[src/hw/rtl/bfsp_ram.sv]
// ============================================================================
// bfsp_ram: generic single-write, single-read RAM
// One write port, one read port, read data registered.
// ============================================================================
module bfsp_ram #(
    parameter int WIDTH = 8,
    parameter int DEPTH = 16
) (
    input  logic                                   clk,
    input  logic                                   we,
    input  logic [(DEPTH > 1 ? $clog2(DEPTH) : 1)-1:0] waddr,
    input  logic [WIDTH-1:0]                       wdata,
    input  logic [(DEPTH > 1 ? $clog2(DEPTH) : 1)-1:0] raddr,
    output logic [WIDTH-1:0]                       rdata
);
    logic [WIDTH-1:0] mem [DEPTH];
    logic [WIDTH-1:0] rdata_reg;

    always_ff @(posedge clk)
    begin
        if (we)
        begin
            mem[waddr] <= wdata;
        end
        rdata_reg <= mem[raddr];
    end

    assign rdata = rdata_reg;
endmodule

[config.mk]
export PLATFORM = sky130hd
export DESIGN_NAME = bfsp_ram
export DESIGN_NICKNAME = d
export VERILOG_FILES = /design/src/hw/rtl/bfsp_ram.sv
export SDC_FILE = /design/constraint.sdc
export NUM_CORES = 1
export LEC_CHECK = 0
export BUFFER_PORTS_ARGS = -buffer_cell sky130_fd_sc_hd__buf_2
export CAP_MARGIN = 10
export CELL_PAD_IN_SITES_DETAIL_PLACEMENT = 1
export CELL_PAD_IN_SITES_GLOBAL_PLACEMENT = 1
export CORE_ASPECT_RATIO = 1.2
export CORE_UTILIZATION = 45
export DETAILED_ROUTE_END_ITERATION = 8
export GPL_ROUTABILITY_DRIVEN = 0
export HOLD_SLACK_MARGIN = 0.03
export PLACE_DENSITY_LB_ADDON = 0.25
export SLEW_MARGIN = 5
export SYNTH_ARGS = -nofsm -noshare
export SYNTH_HDL_FRONTEND = slang
export SYNTH_SLANG_ARGS = --single-unit
[constraint.sdc]
create_clock -name clk -period 3.85 [get_ports clk]
set_input_delay 0.1925 -clock clk [delete_from_list [all_inputs] [get_ports clk]]
set_output_delay 0.1925 -clock clk [all_outputs]
set_load 0.02 [all_outputs]
==> results.tsv <==
stage	metric	value	unit
run_status	status	finished clean	
power_and_ir_drop	Net Sw Frac	0.197	
synth	Yosys Warn Count	0	
routing	Antenna Nets Post-Route	0	
synth	Synth top area share	0.747	
power_and_ir_drop	Flop pwr share	0.489	
timing	Max Clk Rate	539	MHz
timing	Worst-Margin Slew	1.07	ns
timing	RSZ-0062 raised after global routing	no	
flow_run	Max-cap violations	0	
placement	Placed Instance Area	0.00540	mm2
synth	Avg Synthesized Cell Area	22.5	um2
routing	Starting DRT DRC Count	155	
cells_and_area	final instance area	0.00598	mm2
routing	via count	2370	
timing	Clock Skews	0.0106	ns
synth	Synth cell types	19	
routing	DRT Pass-1 Iters	4	
synth	Synth async-reset ratio	0	
clock_network	buffer depth of the longest clock path	2	
min_path	Worst Hold Class	in2reg	
clock_network	CTS H-tree lvls	4	
synth	Area contributors post-synth	edfxtp_1, mux4_2, mux4_1	
synth	synth cell count leaders	edfxtp_1, mux4_2, a22oi_1, mux4_1, nor2_1	
synth	syn nets	247	
clock_network	CTS Buf Count	17	
worst_setup_path	Worst Path Max Fanout	32	
grt	vias in the first global route	2592	
worst_setup_path	Worst Setup Start Kind	input port	
power_and_ir_drop	share of total power in the clock network	0.465	
grt	initial antenna violation count	0	
synth	count leader, synth	edfxtp_1	
floorplanning	initial core utilization	0.464	
worst_setup_path	CP Data Arrival Time	2.14	ns
synth	register area share after synthesis	0.778	
floorplanning	Rows	42	
floorplanning	Die W	99.6	um
routing	# DRC	0	
timing	Rel. slew slack	0.285	
placement	# port buffers	25	
floorplanning	Std-Cell Core Area	0.0111	mm2
routing	average wire per standard cell	24.9	um
cells_and_area	synthesis-to-finish area growth	16.2	%
power_and_ir_drop	Pint	2.74	mW
grt	largest net degree at the start of global routing	33	
timing	Tmin final	1.85	ns
clock_network	Setup Fix Bufs, Post-CTS	0	
timing	Setup TNS	0	ns
worst_setup_path	Setup CP Type	in2reg	
clock_network	CTS tree	yes	
clock_network	# resized after CTS	0	
clock_network	Clock transition at path regs	0.06	ns
power_and_ir_drop	worst vdd ir	0.339	mV
clock_network	cts hold-fix bufs	0	
routing	Routed WL	10800	um
floorplanning	Vert. Die Dim	119	um
power_and_ir_drop	leakage power	1.99	nW
cells_and_area	ratio of cells with drive above 1 in the final layout	0.266	
grt	Overflow after GRT	0	
floorplanning	Top Ports	26	
clock_network	clock sink count	136	
worst_setup_path	element type at the critical path end	flip-flop	
placement	Post-DP HPWL	6670	um
synth	Top FF cell, synth	edfxtp_1	
timing	fin crit share	0.482	
power_and_ir_drop	Net Switching	672	uW
timing	Slew Viols, Final	0	
clock_network	CTS root buffer	clkbuf_16	
worst_setup_path	CP required	4.14	ns
timing	final hold violation count	0	
timing	Final setup viols	0	
synth	Post-Syn Area	0.00515	mm2
cells_and_area	fin nets	283	
power_and_ir_drop	Cell Pwr Density	570	mW/mm2
grt	gr usage total	0.204	
synth	cell taking the most area after synthesis	edfxtp_1	
clock_network	Clock Latency Late Sink	0.41	ns
grt	first-pass GRT wire length	16300	um
cells_and_area	max reg flops	128	
routing	Vias/cell	5.49	
synth	post-synthesis cell count	229	
synth	Synth Register Bits	136	
floorplanning	die area	0.0119	mm2
synth	EDFF count, synth	128	
power_and_ir_drop	Logic pwr share	0.046	
cells_and_area	Ant. Diodes	0	
-- cells in the final DEF (no fill, tap or decap) --
cell | netlist | layout
nor2_1 | 13 | 13
clkinv_1 | 0 | 3
and2_1 | 1 | 1
edfxtp_1 | 128 | 128
clkbuf_1 | 0 | 3
a22oi_1 | 16 | 16
mux4_1 | 14 | 14
clkinvlp_4 | 0 | 1
nand3b_1 | 2 | 2
and2b_1 | 1 | 1
nand2b_1 | 2 | 2
mux4_2 | 18 | 18
clkbuf_16 | 0 | 17
nor3_1 | 4 | 2
buf_2 | 3 | 25
nand3_1 | 1 | 1
clkbuf_8 | 0 | 1
or3b_2 | 1 | 1
nor3_2 | 0 | 2
buf_4 | 1 | 2
nand2_1 | 9 | 9
clkinv_2 | 0 | 4
nor2b_1 | 1 | 1
bufinv_16 | 0 | 3
dfxtp_1 | 8 | 8
-- routing by layer --
layer	vias to the layer above	routed length, um	global-route usage	share of wire
li1	1048	-	-	-
met1	1235	4430	0.267	0.41
met2	78	5630	0.329	0.52
met3	9	597	0.0604	0.055
met4	0	116	0.0634	0.011
met5	-	0	0	0
-- power groups by stage --
stage	registers (mW)	clock network, mW	logic [mW]
final	1.67	1.58	0.158
after CTS	1.67	1.61	0.161
after floorplan	1.71	0	0.0840
after global placement	1.70	0	0.154
after detailed placement	1.70	0	0.159
after global routing	1.67	1.66	0.170
-- path summary, 6_finish.rpt --
kind	start	endpoint	slack, ns	cells past startpoint
setup / recovery	raddr[0]	rdata[2]	2.00	4
hold / removal	wdata[3]	mem[5][3]	0.16	1
setup reg to reg	mem[0][2]	rdata[2]	2.38	3
hold reg to reg	mem[8][5]	rdata[5]	0.68	3
-- layout make-up --
cell class,count,area [um2]
clock inverters,11,129
multi-input cells,83,1070
well taps,154,193
flip-flops and latches,136,4000
clock buffers,21,450
repair buffers,27,140
fillers,987,5100
-- logic make-up after synthesis --
group | count (synthesis) | share of synthesized area
compound gates | 16 | 0.0233
buf+inv | 10 | 0.0168
flops | 136 | 0.778
mux | 32 | 0.150
simple gates | 35 | 0.0318
-- worst max-delay path, cell delays in order --
cell     delay, ns
buf_2         0.79
mux4_1        0.70
a22oi_1       0.32
nand2_1       0.12
-- per-stage QoR --
step | setup WS [ns] | power [mW] | instances | utilization | hold WS [ns]
floorplan | 2.16 | 1.79 | 229 | - | 0.291
global placement | 1.56 | 1.85 | 399 | 0.487 | 0.575
detailed placement | 1.57 | 1.86 | 400 | 0.487 | 0.590
CTS | 1.98 | 3.44 | 432 | 0.540 | 0.146
global route | 1.85 | 3.50 | 432 | 0.540 | 0.165
finish | 2.00 | 3.41 | 432 | 0.540 | 0.163
(Power assumes the default switching activity.)
